File: src/hdl/qrfp_pkg.sv
package qrfp_pkg;

    // width of packet positions and of the latched packet length
    localparam int LENGTH_BITS = 16;

    typedef logic [LENGTH_BITS-1:0] qrfp_len_t;

    // parser phases
    localparam logic [2:0] PH_MAGIC   = 3'd0;
    localparam logic [2:0] PH_LEN     = 3'd1;
    localparam logic [2:0] PH_CONTENT = 3'd2;
    localparam logic [2:0] PH_FLAGS   = 3'd3;
    localparam logic [2:0] PH_IGNORE  = 3'd4;

    // byte roles
    localparam logic [2:0] ROLE_MAGIC   = 3'd0;
    localparam logic [2:0] ROLE_LENGTH  = 3'd1;
    localparam logic [2:0] ROLE_CONTENT = 3'd2;
    localparam logic [2:0] ROLE_FLAGS   = 3'd3;
    localparam logic [2:0] ROLE_IGNORED = 3'd4;

    // packet status codes
    localparam logic [1:0] STATUS_OK          = 2'd0;
    localparam logic [1:0] STATUS_BAD_MAGIC   = 2'd1;
    localparam logic [1:0] STATUS_BAD_GENERAL = 2'd2;
    localparam logic [1:0] STATUS_BAD_RULE    = 2'd3;

    // field numbers
    localparam logic [4:0] FIELD_FIRST_GENERAL = 5'd0;
    localparam logic [4:0] FIELD_LAST_GENERAL  = 5'd8;
    localparam logic [4:0] FIELD_RULE_KEY      = 5'd9;
    localparam logic [4:0] FIELD_RULE_VALUE    = 5'd10;
    localparam logic [4:0] FIELD_PLAYER_BASE   = 5'd11;

    localparam int PLAYER_FIELDS = 6;

    // "EYE1"
    localparam logic [7:0] MAGIC_WORD [4] = '{8'h45, 8'h59, 8'h45, 8'h31};

    typedef struct packed {
        qrfp_len_t                  pos;
        qrfp_len_t                  len;
        logic [2:0]                 phase;
        logic [4:0]                 field_cnt;
        logic [7:0]                 content_left;
        logic [PLAYER_FIELDS-1:0]   pending_flags;
        logic [15:0]                player_count;
        logic [1:0]                 error_code;
    } qrfp_state_t;

    typedef struct packed {
        logic [7:0]  byte_out;
        logic [2:0]  role;
        logic [4:0]  field_id;
        logic        field_end;
        logic [15:0] player_index;
        logic        packet_end;
        logic [1:0]  status;
        logic [15:0] players_complete;
    } qrfp_result_t;

    typedef struct packed {
        logic [2:0]                 phase;
        logic [4:0]                 field_cnt;
        logic [PLAYER_FIELDS-1:0]   pending_flags;
        logic [15:0]                player_count;
    } qrfp_player_step_t;

    // move to the next selected player field, or close the record
    function automatic qrfp_player_step_t next_player_field(
        input logic [PLAYER_FIELDS-1:0] flags,
        input logic [4:0]               field_cnt,
        input logic [15:0]              player_count
    );
        qrfp_player_step_t r;
        logic              found;
        r.phase         = PH_LEN;
        r.field_cnt     = field_cnt;
        r.pending_flags = flags;
        r.player_count  = player_count;
        found           = 1'b0;
        if (flags == '0)
        begin
            r.player_count = player_count + 16'd1;
            r.phase        = PH_FLAGS;
        end
        else
        begin
            for (int i = 0; i < PLAYER_FIELDS; i++)
            begin
                if (!found && flags[i])
                begin
                    found              = 1'b1;
                    r.pending_flags[i] = 1'b0;
                    r.field_cnt        = FIELD_PLAYER_BASE + 5'(i);
                end
            end
        end
        return r;
    endfunction

endpackage

File: src/hdl/qrfp_if.sv
// input beat: one packet byte with the packet length
interface qrfp_byte_if;
    import qrfp_pkg::*;
    logic        valid;
    logic        ready;
    logic [7:0]  data_byte;
    logic [15:0] packet_len;

    modport source (output valid, output data_byte, output packet_len, input ready);
    modport sink (input valid, input data_byte, input packet_len, output ready);
endinterface

// output beat: the byte with its tags
interface qrfp_tag_if;
    import qrfp_pkg::*;
    logic        valid;
    logic        ready;
    logic [7:0]  byte_out;
    logic [2:0]  role;
    logic [4:0]  field_id;
    logic        field_end;
    logic [15:0] player_index;
    logic        packet_end;
    logic [1:0]  status;
    logic [15:0] players_complete;

    modport source (
        output valid, output byte_out, output role, output field_id, output field_end,
        output player_index, output packet_end, output status, output players_complete,
        input ready
    );
    modport sink (
        input valid, input byte_out, input role, input field_id, input field_end,
        input player_index, input packet_end, input status, input players_complete,
        output ready
    );
endinterface

File: src/hdl/query_response_field_parser_core.sv
// channel   dir  beat contents
// byte_in   in   data_byte, packet_len
// tag_out   out  byte_out, role, field_id, field_end, player_index,
//                packet_end, status, players_complete
//
// one beat in, one beat out; a new byte is taken every cycle while the output is not stalled
// the output beat appears in the cycle after its input beat is taken, from the result register
// parser state advances in the same cycle the byte is taken
// rst_n clears the parser to the start of a packet and empties the result register
// a stalled output holds its beat; input is still taken if the beat leaves that cycle
module query_response_field_parser_core
    import qrfp_pkg::*;
(
    input  logic         clk,
    input  logic         rst_n,
    qrfp_byte_if.sink    byte_in,
    qrfp_tag_if.source   tag_out
);

    qrfp_state_t  state_reg;
    qrfp_state_t  state_next;
    qrfp_result_t res_reg;
    qrfp_result_t res_next;
    logic         out_valid_reg;
    logic         take;

    qrfp_step u_step (
        .cur        (state_reg),
        .data_byte  (byte_in.data_byte),
        .packet_len (byte_in.packet_len),
        .nxt        (state_next),
        .res        (res_next)
    );

    // accept while the result register is empty or drains this cycle
    assign byte_in.ready = !out_valid_reg || tag_out.ready;
    assign take          = byte_in.valid && byte_in.ready;

    // parser state and output valid
    always_ff @(posedge clk or negedge rst_n)
    begin
        if (!rst_n)
        begin
            state_reg     <= '0;
            out_valid_reg <= 1'b0;
        end
        else
        begin
            if (take)
            begin
                state_reg     <= state_next;
                out_valid_reg <= 1'b1;
            end
            else if (tag_out.ready)
            begin
                out_valid_reg <= 1'b0;
            end
        end
    end

    // result payload
    always_ff @(posedge clk)
    begin
        if (take)
        begin
            res_reg <= res_next;
        end
    end

    assign tag_out.valid            = out_valid_reg;
    assign tag_out.byte_out         = res_reg.byte_out;
    assign tag_out.role             = res_reg.role;
    assign tag_out.field_id         = res_reg.field_id;
    assign tag_out.field_end        = res_reg.field_end;
    assign tag_out.player_index     = res_reg.player_index;
    assign tag_out.packet_end       = res_reg.packet_end;
    assign tag_out.status           = res_reg.status;
    assign tag_out.players_complete = res_reg.players_complete;

endmodule

File: src/hdl/qrfp_step.sv
module qrfp_step
    import qrfp_pkg::*;
(
    input  qrfp_state_t  cur,
    input  logic [7:0]   data_byte,
    input  logic [15:0]  packet_len,
    output qrfp_state_t  nxt,
    output qrfp_result_t res
);

    qrfp_len_t              len_cur;
    qrfp_len_t              len_in;
    logic                   fits;
    logic                   shortlen;
    logic                   last;
    qrfp_player_step_t      np_pending;
    qrfp_player_step_t      np_flags;

    // length of the packet: taken from the first byte, zero read as one
    assign len_in  = packet_len[LENGTH_BITS-1:0];
    assign len_cur = (cur.pos == '0) ? ((len_in == '0) ? qrfp_len_t'(1) : len_in) : cur.len;

    // a length byte fits when position plus length stays within the packet
    assign fits     = ({1'b0, cur.pos} + (LENGTH_BITS+1)'(data_byte)) <= {1'b0, len_cur};
    assign shortlen = data_byte <= 8'd1;
    assign last     = ({1'b0, cur.pos} + (LENGTH_BITS+1)'(1)) >= {1'b0, len_cur};

    assign np_pending = next_player_field(cur.pending_flags, cur.field_cnt, cur.player_count);
    assign np_flags   = next_player_field(data_byte[PLAYER_FIELDS-1:0], cur.field_cnt,
                                          cur.player_count);

    // per-byte state update and tagging
    always_comb
    begin
        nxt          = cur;
        nxt.len      = len_cur;
        res          = '0;
        res.byte_out = data_byte;
        res.role     = ROLE_IGNORED;

        unique case (cur.phase)
            PH_MAGIC:
            begin
                res.role = ROLE_MAGIC;
                if (data_byte != MAGIC_WORD[cur.pos[1:0]])
                begin
                    nxt.error_code = STATUS_BAD_MAGIC;
                    nxt.phase      = PH_IGNORE;
                end
                else if (cur.pos[1:0] == 2'd3)
                begin
                    nxt.field_cnt = FIELD_FIRST_GENERAL;
                    nxt.phase     = PH_LEN;
                end
            end
            PH_LEN:
            begin
                res.role     = ROLE_LENGTH;
                res.field_id = cur.field_cnt;
                if (cur.field_cnt <= FIELD_LAST_GENERAL)
                begin
                    if (shortlen || !fits)
                    begin
                        nxt.error_code = STATUS_BAD_GENERAL;
                        nxt.phase      = PH_IGNORE;
                    end
                    else
                    begin
                        nxt.content_left = data_byte - 8'd1;
                        nxt.phase        = PH_CONTENT;
                    end
                end
                else if (cur.field_cnt == FIELD_RULE_KEY)
                begin
                    if (shortlen || !fits)
                    begin
                        nxt.phase = PH_FLAGS;
                    end
                    else
                    begin
                        nxt.content_left = data_byte - 8'd1;
                        nxt.phase        = PH_CONTENT;
                    end
                end
                else if (cur.field_cnt == FIELD_RULE_VALUE)
                begin
                    if (shortlen || !fits)
                    begin
                        nxt.error_code = STATUS_BAD_RULE;
                        nxt.phase      = PH_IGNORE;
                    end
                    else
                    begin
                        nxt.content_left = data_byte - 8'd1;
                        nxt.phase        = PH_CONTENT;
                    end
                end
                else
                begin
                    res.player_index = cur.player_count;
                    if (shortlen)
                    begin
                        // empty player field
                        res.field_end     = 1'b1;
                        nxt.phase         = np_pending.phase;
                        nxt.field_cnt     = np_pending.field_cnt;
                        nxt.pending_flags = np_pending.pending_flags;
                        nxt.player_count  = np_pending.player_count;
                    end
                    else if (!fits)
                    begin
                        nxt.phase = PH_IGNORE;
                    end
                    else
                    begin
                        nxt.content_left = data_byte - 8'd1;
                        nxt.phase        = PH_CONTENT;
                    end
                end
            end
            PH_CONTENT:
            begin
                res.role         = ROLE_CONTENT;
                res.field_id     = cur.field_cnt;
                nxt.content_left = cur.content_left - 8'd1;
                if (cur.field_cnt >= FIELD_PLAYER_BASE)
                begin
                    res.player_index = cur.player_count;
                end
                if (cur.content_left == 8'd1)
                begin
                    res.field_end = 1'b1;
                    if (cur.field_cnt <= FIELD_LAST_GENERAL)
                    begin
                        nxt.field_cnt = cur.field_cnt + 5'd1;
                        nxt.phase     = PH_LEN;
                    end
                    else if (cur.field_cnt == FIELD_RULE_KEY)
                    begin
                        nxt.field_cnt = FIELD_RULE_VALUE;
                        nxt.phase     = PH_LEN;
                    end
                    else if (cur.field_cnt == FIELD_RULE_VALUE)
                    begin
                        nxt.field_cnt = FIELD_RULE_KEY;
                        nxt.phase     = PH_LEN;
                    end
                    else
                    begin
                        nxt.phase         = np_pending.phase;
                        nxt.field_cnt     = np_pending.field_cnt;
                        nxt.pending_flags = np_pending.pending_flags;
                        nxt.player_count  = np_pending.player_count;
                    end
                end
            end
            PH_FLAGS:
            begin
                res.role          = ROLE_FLAGS;
                res.player_index  = cur.player_count;
                nxt.phase         = np_flags.phase;
                nxt.field_cnt     = np_flags.field_cnt;
                nxt.pending_flags = np_flags.pending_flags;
                nxt.player_count  = np_flags.player_count;
            end
            default:
            begin
                res.role = ROLE_IGNORED;
            end
        endcase

        // packet end: report and return to the start state
        if (last)
        begin
            res.packet_end = 1'b1;
            res.status     = nxt.error_code;
            if (nxt.error_code == STATUS_OK)
            begin
                if (nxt.phase == PH_MAGIC)
                begin
                    res.status = STATUS_BAD_MAGIC;
                end
                else if (nxt.phase == PH_LEN && nxt.field_cnt <= FIELD_LAST_GENERAL)
                begin
                    res.status = STATUS_BAD_GENERAL;
                end
                else if (nxt.phase == PH_LEN && nxt.field_cnt == FIELD_RULE_VALUE)
                begin
                    res.status = STATUS_BAD_RULE;
                end
            end
            res.players_complete = nxt.player_count;
            nxt                  = '0;
        end
        else
        begin
            nxt.pos = cur.pos + qrfp_len_t'(1);
        end
    end

endmodule
File: src/flat_wrapper.sv
// flat-port wrapper written by rule: the top's interface ports become plain ports
module query_response_field_parser_core_flat import qrfp_pkg::*;
  (clk, rst_n, byte_in_valid, byte_in_data_byte, byte_in_packet_len, byte_in_ready, tag_out_valid, tag_out_byte_out, tag_out_role, tag_out_field_id, tag_out_field_end, tag_out_player_index, tag_out_packet_end, tag_out_status, tag_out_players_complete, tag_out_ready);
  qrfp_byte_if byte_in_i ();
  qrfp_tag_if tag_out_i ();
  input  logic clk;
  input  logic rst_n;
  input wire logic [$bits(byte_in_i.valid)-1:0] byte_in_valid;
  input wire logic [$bits(byte_in_i.data_byte)-1:0] byte_in_data_byte;
  input wire logic [$bits(byte_in_i.packet_len)-1:0] byte_in_packet_len;
  output wire logic [$bits(byte_in_i.ready)-1:0] byte_in_ready;
  output wire logic [$bits(tag_out_i.valid)-1:0] tag_out_valid;
  output wire logic [$bits(tag_out_i.byte_out)-1:0] tag_out_byte_out;
  output wire logic [$bits(tag_out_i.role)-1:0] tag_out_role;
  output wire logic [$bits(tag_out_i.field_id)-1:0] tag_out_field_id;
  output wire logic [$bits(tag_out_i.field_end)-1:0] tag_out_field_end;
  output wire logic [$bits(tag_out_i.player_index)-1:0] tag_out_player_index;
  output wire logic [$bits(tag_out_i.packet_end)-1:0] tag_out_packet_end;
  output wire logic [$bits(tag_out_i.status)-1:0] tag_out_status;
  output wire logic [$bits(tag_out_i.players_complete)-1:0] tag_out_players_complete;
  input wire logic [$bits(tag_out_i.ready)-1:0] tag_out_ready;
  assign byte_in_i.valid = byte_in_valid;
  assign byte_in_i.data_byte = byte_in_data_byte;
  assign byte_in_i.packet_len = byte_in_packet_len;
  assign byte_in_ready = byte_in_i.ready;
  assign tag_out_valid = tag_out_i.valid;
  assign tag_out_byte_out = tag_out_i.byte_out;
  assign tag_out_role = tag_out_i.role;
  assign tag_out_field_id = tag_out_i.field_id;
  assign tag_out_field_end = tag_out_i.field_end;
  assign tag_out_player_index = tag_out_i.player_index;
  assign tag_out_packet_end = tag_out_i.packet_end;
  assign tag_out_status = tag_out_i.status;
  assign tag_out_players_complete = tag_out_i.players_complete;
  assign tag_out_i.ready = tag_out_ready;
  query_response_field_parser_core u_core (.clk(clk), .rst_n(rst_n), .byte_in(byte_in_i), .tag_out(tag_out_i));
endmodule
File: config.mk
export PLATFORM = sky130hd
export DESIGN_NAME = query_response_field_parser_core_flat
export DESIGN_NICKNAME = d
export VERILOG_FILES = /design/src/hdl/qrfp_pkg.sv /design/src/hdl/qrfp_if.sv /design/src/hdl/query_response_field_parser_core.sv /design/src/hdl/qrfp_step.sv /design/src/flat_wrapper.sv
export SDC_FILE = /design/constraint.sdc
export NUM_CORES = 1
export LEC_CHECK = 0
export BUFFER_PORTS_ARGS = -buffer_cell sky130_fd_sc_hd__clkbuf_2
export CORE_MARGIN = 5
export CORE_UTILIZATION = 40
export CTS_CLUSTER_DIAMETER = 80
export DETAILED_ROUTE_END_ITERATION = 8
export PLACE_DENSITY = 0.69
export REMOVE_ABC_BUFFERS = 1
export SYNTH_ARGS = -nofsm -noshare
export SYNTH_HDL_FRONTEND = slang
export SYNTH_SLANG_ARGS = --single-unit
File: constraint.sdc
create_clock -name clk -period 4.2 [get_ports clk]
set_input_delay 0.42 -clock clk [delete_from_list [all_inputs] [get_ports clk]]
set_output_delay 0.42 -clock clk [all_outputs]
set_load 0.02 [all_outputs]
==> results.md <==
- Most frequently used flop master after synthesis: dfrtp_1
- CP peak stage delay: 0.42 ns
- Slew of the pin with the lowest slew margin: 0.998 ns
- Share of cells above drive strength 1: 0.234
- Wire length per cell: 18.5 um
- Compound-cell area share of the yosys netlist: 0.225
- Final Power: 6.79 mW
- I/O Buffers: 81
- Arrival time of the worst setup path: 4.52 ns
- Max FFs per register: 72
- First-pass GRT wire length: 40.9 mm
- Routed via count: 7973
- Clock tree from TritonCTS: yes
- Worst path slowest cell: dfrtp_1
- Final count of pins violating max slew: 0
- Period utilisation layout: 0.988
- IO Count: 82
- Xor/xnor cell area share of the yosys netlist: 0.0470
- Placer congestion estimate: 0.962
- Core Footprint: 0.0211 sq mm
- Fmax achieved: 241 MHz
- Num Clock Sinks: 125
- Clock root buffer: clkbuf_16
- P&R area growth vs syn: 23.5%
- Total of warnings raised by yosys: 0
- Final hold violations: 0
- GRT Residual Overflow: 0
- X dimension of the die: 156 um
- Combinational family with the most area after synthesis: compound AO/OA/AOI/OAI gates
- Post-synthesis sequential area ratio: 0.395
- Crit Path Max Fanout: 5
- Starting Density: 0.406
- Post-Place Cell Area: 0.00971 sq mm
- Max VDD drop: 443 uV
- Startpoint of the most critical setup path: u_core.state_reg[56]
- Class of the worst hold path: primary input to asynchronous set/reset pin
- Level count of the clock H-tree: 4
- Worst R2R End: u_core.state_reg[25]
- Router iterations before antenna repair: 5
- Net count reported at finish: 1168
- Number of cells on the worst reg-to-reg path: 18
- Setup Viol. Count Final: 0
- Element type at the critical path end: flip-flop
- Run status: finished, final reports clean
- Gate count after technology mapping: 955
- Fraction of synthesis flops using an asynchronous set or reset pin: 0.584
- Total Wirelength: 25.4 mm
- Adder and majority cell fraction of the synthesized area: 0.0841
- Number of flops mapped to enable cells by yosys: 52
- Number of library cell types mapped by synthesis: 79
- Number of antenna violations at the first check in global routing: 0
- Post-synthesis sequential element count: 125
- Leakage power total: 4.51 nW
- Total CTS buffers: 17
- Simple-gate area share of the yosys netlist: 0.198
- Vias in the first global route: 7702
- Final critical-path required period: 4.15 ns
- Mux cell area share after synthesis: 0.0107
- Total number of placement rows: 53
- Full die area: 0.0245 sq mm
- Antenna-violating nets left: 0
- Required time of the worst setup path: 4.57 ns
- Max Buffers Root-to-Sink: 2
- Clock slew at the register clock pins of the worst setup and hold paths: 0.07 ns
- Worst setup path class: flip-flop to flip-flop
- Total DRC errors in the routed layout: 0
- Dominant cell type by count on the critical path: buf_6
- Die boundary height: 156 um
- Post-synthesis cell area: 0.00857 sq mm
- RSZ-0062 raised after global routing: yes
- Max-cap viol count: 0
- Largest net degree at the start of global routing: 74
- Skew-Pair Late Insertion Delay: 0.43 ns
- Relative slew slack: 0.335
- Worst Clk Skew: 0.00986 ns
- All-layer global routing usage: 0.208
- Summed area of non-filler cells in the final layout: 0.0106 sq mm
- End point of the critical path: u_core.state_reg[25]
- Syn_area_per_cell: 8.97 sq um
- Launching element type of the critical path: flip-flop
- Antenna Diode Count: 0
- Power Dens Cells: 641 mW/mm^2
- Worst-path cell chain: ha_2 -> buf_6 -> fa_2 -> a211oi_2 -> nor2_2 -> o22a_2 -> xor2_1 -> ha_1 -> nand4_1 -> nor3_2 -> nand2_1 -> a221o_1 -> o211ai_1 -> nand3_1 -> buf_4 -> buf_6 -> nor3_1 -> a211o_1
- DP Wirelength: 18.3 mm
- Mean number of vias per cell: 5.82
- Worst setup slack for register-to-register paths: 0.05 ns
- Initial detailed-routing violation count: 654
- # hold bufs at CTS: 0
- R2R Path Start: u_core.state_reg[56]
==> logic make-up after synthesis <==
family          after synthesis
simple gates                344
compound gates              288
flops                       125
buf+inv                      86
fa+ha+maj                    57
xor+xnor                     46
mux                           9
==> routing by layer <==
metal / global-route usage / part of all wire / vias up / wire (um)
met5: 0 / 0 / - / 0
met2: 0.332 / 0.47 / 269 / 11900
met3: 0.0434 / 0.062 / 53 / 1570
li1: - / - / 3801 / -
met4: 0.0715 / 0.027 / 0 / 694
met1: 0.282 / 0.44 / 3850 / 11200
==> synthesized netlist by cell type (25+ instances only) <==
master,instances,area (sq um)
nand2_1,117,439
o21ai_0,74,370
dfrtp_1,73,1830
nor2_1,72,270
ha_1,56,701
edfxtp_1,52,1560
a21oi_1,50,250
clkbuf_1,44,165
inv_1,29,109
o31ai_1,29,218
xor2_1,26,228
and2_1,25,156
nand3_1,25,125
==> timing repair <==
item | 4_1_cts | 5_1_grt
resized for setup | 6 | 48
hold endpoints to repair | 0 | 0
setup endpoints to repair | 10 | 33
pin swaps | 0 | 27
gates cloned | 0 | 1
setup buffers | 0 | 4
==> report_power, final <==
part	internal (mW)	total (mW)	switching, mW
Combinational	1.43	3.45	2.03
Clock	0.907	1.56	0.657
Sequential	1.51	1.77	0.258
==> cell usage in the layout, fill, tap and decap left out, types with 8 or more instances in the layout <==
master,instances
nor3_1,15
clkbuf_16,17
and3_1,10
clkbuf_2,80
buf_4,76
a211oi_1,8
nand3_1,25
xnor2_1,19
o21ai_0,70
ha_1,53
inv_1,28
nand2b_1,9
and2_1,25
buf_6,8
o31ai_1,27
nor2_1,70
nor4_1,14
a21o_1,14
nand4_1,12
nand2_1,116
xor2_1,26
a21oi_1,47
a31oi_1,11
dfrtp_1,73
edfxtp_1,52
==> worst min path at each step <==
stage	to	slack, ns	cells past startpoint
after global routing	u_core.tag_out.valid	0.22	2
after floorplan	u_core.state_reg[0]	0.12	0
final	u_core.state_reg[51]	0.16	1
after global placement	u_core.state_reg[55]	0.46	2
after detailed placement	u_core.state_reg[55]	0.47	2
after CTS	u_core.state_reg[51]	0.18	1
==> layout make-up <==
type | count | area, sq um
clock buffers | 17 | 425
fillers | 1986 | 10500
flip-flops and latches | 125 | 3390
well taps | 275 | 344
inverters | 29 | 109
repair buffers | 166 | 1100
clock inverters | 15 | 185
multi-input cells | 744 | 5030
==> critical path, delay by kind of cell, from the launching register on <==
family                   cells  cell delay, ns
AO/OA/AOI/OAI                5            1.34
XOR/XNOR                     1            0.16
adder cells (fa/ha/maj)      3            0.84
buffers and inverters        3            0.42
flip-flops                   1            0.42
AND/OR/NAND/NOR              6            0.90
==> metrics by stage <==
step                hold slack, ns  setup WS (ns)  TNS [ns]  std cells   util
floorplan                    0.124          -1.50    -45.32        898      -
global placement             0.461         -0.166    -0.958       1334  0.461
detailed placement           0.472         -0.284     -2.14       1334  0.461
CTS                          0.183         0.0133         0       1366  0.490
global route                 0.222         -0.139    -0.948       1371  0.502
finish                       0.157         0.0520         0       1371  0.502
Note: power is estimated with default switching activity, not from simulation.
